File: config.mk
export PLATFORM = sky130hd
export DESIGN_NAME = stdp_weight_update
export DESIGN_NICKNAME = d
export VERILOG_FILES = /design/src/hw/rtl/stdp_pkg.sv /design/src/hw/rtl/stdp_weight_update.sv
export SDC_FILE = /design/constraint.sdc
export NUM_CORES = 2
export LEC_CHECK = 0
export BUFFER_PORTS_ARGS = -buffer_cell sky130_fd_sc_hd__buf_4
export CAP_MARGIN = 20
export CORE_AREA = 3 3 209 365
export DETAILED_ROUTE_END_ITERATION = 7
export DIE_AREA = 0 0 212 368
export HOLD_SLACK_MARGIN = 0.06
export PLACE_DENSITY = 0.88
export SYNTH_ARGS = -nofsm -noshare
export SYNTH_HDL_FRONTEND = slang
export SYNTH_SLANG_ARGS = --single-unit
File: constraint.sdc
create_clock -name i_clk -period 13.9 [get_ports i_clk]
set_input_delay 0.695 -clock i_clk [delete_from_list [all_inputs] [get_ports i_clk]]
set_output_delay 0.695 -clock i_clk [all_outputs]
set_load 0.01 [all_outputs]
File: src/hw/rtl/stdp_pkg.sv
`timescale 1ns / 1ps

package stdp_pkg;

    // Field and datapath widths
    localparam int unsigned WEIGHT_W = 32;
    localparam int unsigned SPIKE_W  = 64;
    localparam int unsigned STEP_W   = 7;
    localparam int unsigned GAIN_W   = 24;
    localparam int unsigned RATIO_W  = 18;
    localparam int unsigned CFG_IDX_W  = 3;
    localparam int unsigned CFG_DATA_W = 24;

    // Shared multiplier: A takes power, ratio-free term; B takes gain, ratio, count
    localparam int unsigned TERM_W  = 26;             // Q10.16 term, floor(gain*P/2^16)
    localparam int unsigned MUL_A_W = TERM_W;
    localparam int unsigned MUL_B_W = GAIN_W;
    localparam int unsigned MUL_P_W = MUL_A_W + MUL_B_W;
    localparam int unsigned PAIR_W  = 32;             // term times pair count
    localparam int unsigned DELTA_W = 41;             // signed sum over all lags
    localparam int unsigned SUM_W   = DELTA_W + 1;

    localparam logic [RATIO_W-1:0] POW_ONE = 18'h10000;
    localparam logic [RATIO_W-1:0] POW_MAX = 18'h3FFFF;

    // Register indexes of the configuration port
    localparam logic [CFG_IDX_W-1:0] CFG_STEPS   = 3'd0;
    localparam logic [CFG_IDX_W-1:0] CFG_GAIN_P  = 3'd1;
    localparam logic [CFG_IDX_W-1:0] CFG_RATIO_P = 3'd2;
    localparam logic [CFG_IDX_W-1:0] CFG_GAIN_N  = 3'd3;
    localparam logic [CFG_IDX_W-1:0] CFG_RATIO_N = 3'd4;

    localparam logic [STEP_W-1:0]  STEPS_RESET = 7'd64;
    localparam logic [RATIO_W-1:0] RATIO_RESET = 18'd32768;

    typedef struct packed {
        logic signed [WEIGHT_W-1:0] weight_in;
        logic [SPIKE_W-1:0]         pre_spikes;
        logic [SPIKE_W-1:0]         post_spikes;
        logic                       first_sample;
        logic                       last_sample;
    } t_stdp_in;

    typedef struct packed {
        logic signed [WEIGHT_W-1:0] weight_out;
        logic                       saturated;
    } t_stdp_out;

    // Sequencer: per lag, term / power / pair product for each direction
    typedef enum logic [3:0] {
        ST_IDLE,
        ST_TERM_P,
        ST_POW_P,
        ST_CNT_P,
        ST_TERM_N,
        ST_POW_N,
        ST_CNT_N,
        ST_DRAIN,
        ST_SUM
    } t_state;

endpackage

File: src/hw/rtl/stdp_weight_update.sv
`timescale 1ns / 1ps
// Channel   Direction  Signals                                   Payload
// in        sink       i_in_valid / o_in_ready                   i_in_data   (t_stdp_in)
// out       source     o_out_valid / i_out_ready                 o_out_data  (t_stdp_out)
// cfg       sink       i_cfg_valid / o_cfg_ready                 i_cfg_index, i_cfg_data
//
// The block takes a new item only once it is done with the last one; its pace is set by
// the single 26x24 multiplier, used three times per lag and direction: term, next power,
// term times pair count.
// Reset is synchronous, active low; it restores register defaults and clears the weight.
// A pending result holds in the output register; the block only stalls at the final
// weight update if the previous result has not been transferred yet.
module stdp_weight_update #(
    parameter int unsigned MAX_STEPS = 64
) (
    input  logic                                i_clk,
    input  logic                                i_rst_n,
    input  logic                                i_in_valid,
    output logic                                o_in_ready,
    input  stdp_pkg::t_stdp_in                  i_in_data,
    output logic                                o_out_valid,
    input  logic                                i_out_ready,
    output stdp_pkg::t_stdp_out                 o_out_data,
    input  logic                                i_cfg_valid,
    output logic                                o_cfg_ready,
    input  logic [stdp_pkg::CFG_IDX_W-1:0]      i_cfg_index,
    input  logic [stdp_pkg::CFG_DATA_W-1:0]     i_cfg_data
);
    import stdp_pkg::*;

    localparam int unsigned LAG_W = (MAX_STEPS > 2) ? $clog2(MAX_STEPS) : 1;
    localparam int unsigned CNT_W = LAG_W;

    // Configuration registers
    logic [STEP_W-1:0]  r_steps;
    logic [GAIN_W-1:0]  r_gain_p;
    logic [RATIO_W-1:0] r_ratio_p;
    logic [GAIN_W-1:0]  r_gain_n;
    logic [RATIO_W-1:0] r_ratio_n;

    // Sequencer and datapath
    t_state r_state, n_state;
    logic [LAG_W-1:0]     r_lag;
    logic [LAG_W-1:0]     r_last_lag;
    logic [MAX_STEPS-1:0] r_pre, r_post, r_pre_sh, r_post_sh;
    logic [CNT_W-1:0]     r_cnt_p, r_cnt_n;
    logic [RATIO_W-1:0]   r_pow_p, r_pow_n;
    logic [TERM_W-1:0]    r_term;
    logic [MUL_P_W-1:0]   r_prod;
    logic signed [DELTA_W-1:0]  r_delta;
    logic signed [WEIGHT_W-1:0] r_weight_in;
    logic r_first, r_last;
    logic signed [WEIGHT_W-1:0] r_acc;
    logic r_clip_seen;
    logic r_out_valid;
    t_stdp_out r_out_data;

    logic in_fire, sum_go, loop_end;
    logic [STEP_W-1:0]    steps_eff;
    logic [MAX_STEPS-1:0] mask;
    logic [MUL_A_W-1:0]   mul_a;
    logic [MUL_B_W-1:0]   mul_b;
    logic [MUL_P_W-1:0]   mul_p;
    logic [RATIO_W-1:0]   pow_next;
    logic signed [SUM_W-1:0]    sum;
    logic signed [WEIGHT_W-1:0] sum_sat;
    logic sum_clip;

    function automatic logic [CNT_W-1:0] popcnt(input logic [MAX_STEPS-1:0] v);
        logic [CNT_W-1:0] n;
        n = '0;
        for (int i = 0; i < int'(MAX_STEPS); i++) begin
            n = n + CNT_W'(v[i]);
        end
        return n;
    endfunction

    // Step count clamp and active-step mask
    always_comb begin
        if (r_steps == '0) begin
            steps_eff = STEP_W'(1);
        end else if (r_steps > STEP_W'(MAX_STEPS)) begin
            steps_eff = STEP_W'(MAX_STEPS);
        end else begin
            steps_eff = r_steps;
        end
        for (int i = 0; i < int'(MAX_STEPS); i++) begin
            mask[i] = (STEP_W'(i) < steps_eff);
        end
    end

    assign in_fire  = i_in_valid && o_in_ready;
    assign loop_end = (r_lag == r_last_lag);

    // Next state
    always_comb begin
        n_state = r_state;
        case (r_state)
            ST_IDLE: begin
                if (in_fire) begin
                    n_state = (steps_eff == STEP_W'(1)) ? ST_SUM : ST_TERM_P;
                end
            end
            ST_TERM_P: n_state = ST_POW_P;
            ST_POW_P:  n_state = ST_CNT_P;
            ST_CNT_P:  n_state = ST_TERM_N;
            ST_TERM_N: n_state = ST_POW_N;
            ST_POW_N:  n_state = ST_CNT_N;
            ST_CNT_N:  n_state = loop_end ? ST_DRAIN : ST_TERM_P;
            ST_DRAIN:  n_state = ST_SUM;
            ST_SUM: begin
                if (sum_go) begin
                    n_state = ST_IDLE;
                end
            end
            default:   n_state = ST_IDLE;
        endcase
    end

    // Sequencer outputs: handshakes and multiplier operand select
    always_comb begin
        o_in_ready = (r_state == ST_IDLE);
        sum_go     = (r_state == ST_SUM) && (!r_last || !r_out_valid || i_out_ready);
        mul_a      = '0;
        mul_b      = '0;
        case (r_state)
            ST_TERM_P: begin
                mul_a = MUL_A_W'(r_pow_p);
                mul_b = r_gain_p;
            end
            ST_POW_P: begin
                mul_a = MUL_A_W'(r_pow_p);
                mul_b = MUL_B_W'(r_ratio_p);
            end
            ST_CNT_P: begin
                mul_a = r_term;
                mul_b = MUL_B_W'(r_cnt_p);
            end
            ST_TERM_N: begin
                mul_a = MUL_A_W'(r_pow_n);
                mul_b = r_gain_n;
            end
            ST_POW_N: begin
                mul_a = MUL_A_W'(r_pow_n);
                mul_b = MUL_B_W'(r_ratio_n);
            end
            ST_CNT_N: begin
                mul_a = r_term;
                mul_b = MUL_B_W'(r_cnt_n);
            end
            default: begin
                mul_a = '0;
                mul_b = '0;
            end
        endcase
    end

    assign o_cfg_ready = 1'b1;

    // Shared multiplier and power clamp of the previous product
    assign mul_p    = mul_a * mul_b;
    assign pow_next = (r_prod[35:34] != 2'b00) ? POW_MAX : r_prod[33:16];

    // Final weight: base plus delta, saturated to 32 bits
    always_comb begin
        sum = (r_first ? SUM_W'(r_weight_in) : SUM_W'(r_acc)) + SUM_W'(r_delta);
        if (sum > SUM_W'(32'sh7FFF_FFFF)) begin
            sum_sat  = 32'sh7FFF_FFFF;
            sum_clip = 1'b1;
        end else if (sum < -SUM_W'(64'sh8000_0000)) begin
            sum_sat  = 32'sh8000_0000;
            sum_clip = 1'b1;
        end else begin
            sum_sat  = sum[WEIGHT_W-1:0];
            sum_clip = 1'b0;
        end
    end

    // Control state and configuration
    always_ff @(posedge i_clk) begin
        if (!i_rst_n) begin
            r_state     <= ST_IDLE;
            r_steps     <= STEPS_RESET;
            r_gain_p    <= '0;
            r_ratio_p   <= RATIO_RESET;
            r_gain_n    <= '0;
            r_ratio_n   <= RATIO_RESET;
            r_acc       <= '0;
            r_clip_seen <= 1'b0;
            r_out_valid <= 1'b0;
        end else begin
            r_state <= n_state;
            if (i_cfg_valid && o_cfg_ready) begin
                case (i_cfg_index)
                    CFG_STEPS:   r_steps   <= i_cfg_data[STEP_W-1:0];
                    CFG_GAIN_P:  r_gain_p  <= i_cfg_data[GAIN_W-1:0];
                    CFG_RATIO_P: r_ratio_p <= i_cfg_data[RATIO_W-1:0];
                    CFG_GAIN_N:  r_gain_n  <= i_cfg_data[GAIN_W-1:0];
                    CFG_RATIO_N: r_ratio_n <= i_cfg_data[RATIO_W-1:0];
                    default: ;
                endcase
            end
            if (sum_go) begin
                r_acc       <= sum_sat;
                r_clip_seen <= (r_first ? 1'b0 : r_clip_seen) | sum_clip;
            end
            if (sum_go && r_last) begin
                r_out_valid <= 1'b1;
            end else if (i_out_ready) begin
                r_out_valid <= 1'b0;
            end
        end
    end

    // Datapath registers
    always_ff @(posedge i_clk) begin
        r_prod <= mul_p;
        case (r_state)
            ST_IDLE: begin
                if (in_fire) begin
                    r_pre       <= i_in_data.pre_spikes[MAX_STEPS-1:0] & mask;
                    r_post      <= i_in_data.post_spikes[MAX_STEPS-1:0] & mask;
                    r_pre_sh    <= (i_in_data.pre_spikes[MAX_STEPS-1:0] & mask) << 1;
                    r_post_sh   <= (i_in_data.post_spikes[MAX_STEPS-1:0] & mask) << 1;
                    r_weight_in <= i_in_data.weight_in;
                    r_first     <= i_in_data.first_sample;
                    r_last      <= i_in_data.last_sample;
                    r_lag       <= LAG_W'(1);
                    r_last_lag  <= LAG_W'(steps_eff - STEP_W'(1));
                    r_pow_p     <= POW_ONE;
                    r_pow_n     <= POW_ONE;
                    r_delta     <= '0;
                end
            end
            ST_TERM_P: begin
                // pair counts for this lag; retire the depression product of the last lag
                r_cnt_p <= popcnt(r_post & r_pre_sh);
                r_cnt_n <= popcnt(r_pre & r_post_sh);
                if (r_lag != LAG_W'(1)) begin
                    r_delta <= r_delta - DELTA_W'(r_prod[PAIR_W-1:0]);
                end
            end
            ST_POW_P:  r_term  <= r_prod[TERM_W+15:16];
            ST_CNT_P:  r_pow_p <= pow_next;
            ST_TERM_N: r_delta <= r_delta + DELTA_W'(r_prod[PAIR_W-1:0]);
            ST_POW_N:  r_term  <= r_prod[TERM_W+15:16];
            ST_CNT_N: begin
                r_pow_n   <= pow_next;
                r_pre_sh  <= r_pre_sh << 1;
                r_post_sh <= r_post_sh << 1;
                if (!loop_end) begin
                    r_lag <= r_lag + LAG_W'(1);
                end
            end
            ST_DRAIN:  r_delta <= r_delta - DELTA_W'(r_prod[PAIR_W-1:0]);
            default: ;
        endcase
        if (sum_go && r_last) begin
            r_out_data.weight_out <= sum_sat;
            r_out_data.saturated  <= (r_first ? 1'b0 : r_clip_seen) | sum_clip;
        end
    end

    assign o_out_valid = r_out_valid;
    assign o_out_data  = r_out_data;

    // Checks
    a_busy_after_accept: assert property (@(posedge i_clk) disable iff (!i_rst_n)
        in_fire |=> (r_state != ST_IDLE))
        else $error("sequencer stayed idle after an input transfer");

    a_lag_in_range: assert property (@(posedge i_clk) disable iff (!i_rst_n)
        (r_state == ST_CNT_N) |-> (r_lag <= r_last_lag))
        else $error("lag counter ran past the last lag");

    a_result_from_sum: assert property (@(posedge i_clk) disable iff (!i_rst_n)
        $rose(o_out_valid) |-> ($past(r_state) == ST_SUM) && $past(r_last))
        else $error("result raised outside the final update of a last sample");

endmodule

Word level (Yosys, flattened, before mapping)
Index checks and enable logic that the tools add are counted.
- output and inout port bits: 36
- register bits after elaboration: 621
- logic and storage cells: 311
- input bits: 194
- bitwise operators: 5
- equal/unequal tests: 19
- $add $sub $neg: 131
- reductions and logical operators: 30
- $lt $le $gt $ge: 67
- mux-type cells: 31
- multiply operators: 1
- operator list (operator ; number):
    $add A6 B1 Y6 ; 116
    $and A64 B64 Y64 ; 4
    $pmux W64 S2 ; 2
    $lt A6 B7 Y1 const A ; 32
    $pmux W41 S4 ; 1
    $pmux W24 S6 ; 1
    $mux W64 ; 2
    $lt A5 B7 Y1 const A ; 16
    $mux W41 ; 2
    $pmux W26 S3 ; 1
    $pmux W18 S2 ; 2
    $mux W32 ; 2
    $lt A4 B7 Y1 const A ; 8
    $add A42 B41 Y42 ; 1
    $gt A42 B32 Y1 const B ; 1
    $lt A42 B32 Y1 const B ; 1
    $mul A26 B24 Y42 ; 1
    $mux W42 ; 1
    $add A41 B32 Y41 ; 1
    $sub A41 B32 Y41 ; 1
    $mux W18 ; 2
    $pmux W4 S9 ; 1
    $lt A3 B7 Y1 const A ; 4
    $reduce_and A2 Y1 ; 9
    other kinds (39) ; 72

Depth between registers and ports, before layout
- depth after elaboration: 64
- depth in mapped cells: 36
- gate-level depth less buffers: 31

Least setup slack after synthesis
No wires, ideal clock.
- kind: flip-flop to flip-flop
- start point: reg r_state[0]
- end point: reg r_prod[33]
- path slack: 5.464 ns
- buffers on the path: 4
- cell stages (with the launch flop): 32
- data arrival time: 8.317 ns
- required time: 13.781 ns
- library setup time: 0.119 ns
- clock period less this slack: 8.436 ns
- path through: dfxtp_1 -> clkbuf_1 -> nand2b_1 -> nor3_1 -> or2_2 -> clkbuf_1 -> buf_1 -> a22oi_1 -> nand2_1 -> clkbuf_1 -> nand2_1 -> fa_1 -> inv_1 -> fa_1 -> inv_1 -> fa_1 -> fa_1 -> inv_1 -> fa_1 -> fa_1 -> inv_1 -> fa_1 -> inv_1 -> ha_1 -> a2111o_1 -> o31ai_1 -> a21oi_1 -> o41ai_2 -> a21oi_1 -> a21o_1 -> or2_2 -> xor2_1
- word-level cells in the longest chain between the ends: 4
- elaborated cells between the ends (all ways): 12
- classes of those cells: mul: 1; eq/ne: 6; mux: 2; reduce/logical: 3
- ends and longest elaborated chain (element ; RTL line ; text):
    start, declared ; stdp_weight_update.sv:42 ; t_state r_state, n_state;
    start signal, assigned ; stdp_weight_update.sv:192 ; r_state <= n_state;
    $eq A4 B3 Y1, or another cell as far along ; stdp_weight_update.sv:126 ; case (r_state)
    $reduce_or A2 Y1 (no line) ; -- ;
    $pmux W26 S3 ; stdp_weight_update.sv:126 ;
    $mul A26 B24 Y42 * ; stdp_weight_update.sv:161 ; assign mul_p = mul_a * mul_b;
    named net mul_p[33] ; stdp_weight_update.sv:63 ; logic [MUL_P_W-1:0] mul_p;
    end signal, assigned ; stdp_weight_update.sv:217 ; r_prod <= mul_p;
    end, declared ; stdp_weight_update.sv:49 ; logic [MUL_P_W-1:0] r_prod;
Mark *: on every way through the listed nets, which the timed path passes. The rest lies on a longest branch.
A chain may end at the register's enable or synchronous reset.

Worst setup path after layout
- start point: reg r_state[2]
- end point: reg r_prod[40]
Same word-level chain as after synthesis.

==> flow_metrics.env <==
export IMPL_synth_xor_area_frac=0.0275
export IMPL_io_pins=230
export IMPL_cap_viol_max_count=0
export IMPL_cp_common_cell="fa_1"
export IMPL_synth_top_area_share=0.264
export IMPL_critPathCaptureType="flop"
export IMPL_fmax_ghz=0.0985
export IMPL_swShare=0.455
export IMPL_yosysSeqAreaShare=0.332
export IMPL_slowest_delay_ns=0.84
export IMPL_start_util=0.687
export IMPL_synth_top_family_by_area="adder cells"
export IMPL_violations="design-rule violations"
export IMPL_post_cts_resized=0
export IMPL_num_rows=132
export IMPL_yosysUniqueCellTypes=89
export IMPL_crit_path_top_delay_cell="nand2_1"
export IMPL_numCtsBuffers=57
export IMPL_mostFrequentLayoutCells="inv_1, nand2_1, fa_1"
export IMPL_setup_viol=0
export IMPL_drive_gt1_frac=0.110
export IMPL_setup_tns_ns=0
export IMPL_syn_instance_count=5074
export IMPL_synthAdderAreaFrac=0.300
export IMPL_first_global_vias=42900
export IMPL_hold_path_startpoint="i_in_data[153]"
export IMPL_synth_warning_count=0
export IMPL_critical_path_top_delay_family="adder cells"
export IMPL_r2r_slack_ns=3.75
export IMPL_synth_top_area_cell="edfxtp_1"
export IMPL_intPower_mw=6.30
export IMPL_leakagePower_nw=24.5
export IMPL_hold_depth=1
export IMPL_vias_per_cell=6.26
export IMPL_routedWlPerCell_um=24.7
export IMPL_fillers=4708
export IMPL_hold_viol=0
export IMPL_p_sw_mw=5.25
export IMPL_cp_max_fo=24
export IMPL_cts_max_path_buffers=3
export IMPL_seqPwrFrac=0.234
export IMPL_finalCritPeriodShare=0.731
export IMPL_drv_slew=0
export IMPL_status="finished, violations left"
export IMPL_synth_area_top_cells="edfxtp_1, fa_1, dfxtp_1, ha_1, inv_1"
export IMPL_multi_input_area_um2=30700
export IMPL_critPathArrivalTime_ns=10.72
export IMPL_nets=6361
export IMPL_dieArea_um2=78000
export IMPL_die_h_um=368
export IMPL_gr_total_overflow=0
export IMPL_synth_compound_area_frac=0.0980
export IMPL_critical_path_class="flop to flop"
export IMPL_clockPowerShare=0.140
export IMPL_synth_flop_cell="edfxtp_1"
export IMPL_cp_buffers_inverters=6
export IMPL_cts_tree="yes"
export IMPL_design_core_area_um2=73800
export IMPL_area_growth_pct=9.69
export IMPL_gp_congestion=1.06
export IMPL_seq_area_um2=16800
export IMPL_vdd_ir_drop_max_uv=471
export IMPL_powerDensity_nw_per_um2=208
export IMPL_layout_min_cycle_time_ns=10.15
export IMPL_finalWirelength_um=156000
export IMPL_cts_sinks=617
export IMPL_slew_limit_headroom=0.227
export IMPL_synth_edf_count=446
export IMPL_hp_class="primary input to flop"
export IMPL_drc=2
export IMPL_path_depth=30
export IMPL_grt_pass1_wl_um=240000
export IMPL_mostFrequentLayoutCell="inv_1"
export IMPL_finalPower_mw=11.6
export IMPL_clockRootBuffer="clkbuf_16"
export IMPL_cp_required_ns=14.46
export IMPL_fin_skew_ns=0.0166
export IMPL_die_w_um=212
export IMPL_power_share_combinational=0.626
export IMPL_fin_util=0.754
export IMPL_clk_latency_ns=0.64
export IMPL_post_cts_buffers=0
export IMPL_muxShareOfSynthArea=0.0342
export IMPL_drt_pass1_iterations=8
export IMPL_worst_pin_slew_ns=1.16
export IMPL_startpoint_type="flop"
export IMPL_hold_end="r_weight_in[23]"
export IMPL_reg2regPathDepth=30
export IMPL_ys_seq_elements=617
export IMPL_groute_usage_overall=0.410
export IMPL_syn_cell_area_um2=50700
export IMPL_synth_simple_area_share=0.136
export IMPL_clk_transition_reported_paths_ns=0.07
export IMPL_avgSynthCellArea_um2=10.0
export IMPL_postRouteAntennaNets=0
export IMPL_hpwl_um=122000
export IMPL_hold_ws_ns=0.236
export IMPL_r2r_end="r_prod[40]"
export IMPL_h_tree_depth=2
export IMPL_first_iter_violations=3948
export IMPL_dr_total_vias=39500
export IMPL_cts_hold_buf=0
export IMPL_grt_max_degree=117
export IMPL_antenna_found_initial=10
export IMPL_ys_async_sr_fraction=0
export IMPL_r2r_start="r_state[2]"
export IMPL_io_buffer_count=228
export IMPL_rsz0062_at_grt="false"
## cell families after synthesis
group | Yosys count
DFF | 617
muxes | 154
other | 2
buffers and inverters | 969
and+or+nand+nor | 1528
AOI/OAI and AO/OA | 795
adders and majority gates | 850
xor gates and xnor gates | 159
## layout make-up
cell class / count / share of cell area
multi-input combinational: 3595 / 0.551
sequential: 617 / 0.302
inverter: 763 / 0.0516
timing repair buffer: 283 / 0.0393
clock buffer: 83 / 0.0287
tap: 938 / 0.0211
clock inverter: 24 / 0.00538
antenna: 6 / 0.000270
## worst register-to-register path: cells and delay by family, from the launching register on
family	cells	cell delay, ns
xor gates and xnor gates	1	0.15
adders and majority gates	8	3.86
buffers and inverters	6	0.52
and+or+nand+nor	6	2.26
DFF	1	0.52
AOI/OAI and AO/OA	9	2.77
## power groups by stage
stage / Sequential, mW / Clock (mW) / Combinational (mW)
detailed placement: 2.73 / 0 / 6.98
global route: 2.72 / 1.70 / 7.95
finish: 2.70 / 1.62 / 7.23
CTS: 2.70 / 1.62 / 7.07
global placement: 2.73 / 0 / 6.70
floorplan: 2.66 / 0 / 5.07
## synthesized netlist by cell type, types with 20 or more instances
master	number
and2_1	172
nand2_1	696
o21ai_0	149
a21o_1	63
a22oi_1	24
fa_1	608
ha_1	242
o21ai_1	34
clkbuf_1	172
edfxtp_1	446
nor2_1	325
a21oi_1	295
nand3_1	86
nand2b_1	28
mux2_2	152
o21a_1	27
nand4_1	21
nor3_1	69
and3_1	35
xor2_1	75
xnor2_1	84
inv_1	763
dfxtp_1	171
o21bai_1	22
nor2b_1	22
buf_2	20
o31ai_1	24
## how the worst max path moves through the flow
stage | end | start
6_report | r_prod[40] | r_state[2]
2_1_floorplan | r_prod[33] | r_state[0]
3_5_place_dp | r_prod[40] | r_state[2]
5_1_grt | r_prod[40] | r_state[2]
4_1_cts | r_prod[40] | r_state[2]
3_3_place_gp | r_prod[40] | r_state[2]
## registers in the layout (all words and copies together) (netlist names), 24 cells and up
name / count
r_gain_n: 24
r_gain_p: 24
r_post: 63
r_delta: 41
r_term: 26
r_pre: 63
r_acc: 32
r_post_sh: 63
o_out_data: 33
r_weight_in: 32
r_pre_sh: 63
r_prod: 42
## routing by layer
metal,wire length [µm],track usage,vias to the layer above
met5,66,0,-
met4,19000,0.378,10
met3,14000,0.0987,931
met2,77700,0.703,2458
met1,45300,0.400,19100
li1,-,-,17000
## metrics by stage
| step | instances | worst slack [ns] | cell area (µm²) |
|---|---|---|---|
| finish | 6309 | 3.75 | 55600 |
| global route | 6303 | 3.33 | 55600 |
| CTS | 6299 | 4.05 | 55500 |
| detailed placement | 6192 | 4.05 | 53600 |
| global placement | 6189 | 4.36 | 53600 |
| floorplan | 5181 | 5.46 | 51100 |
No activity file was read; power rests on OpenSTA's default activity.
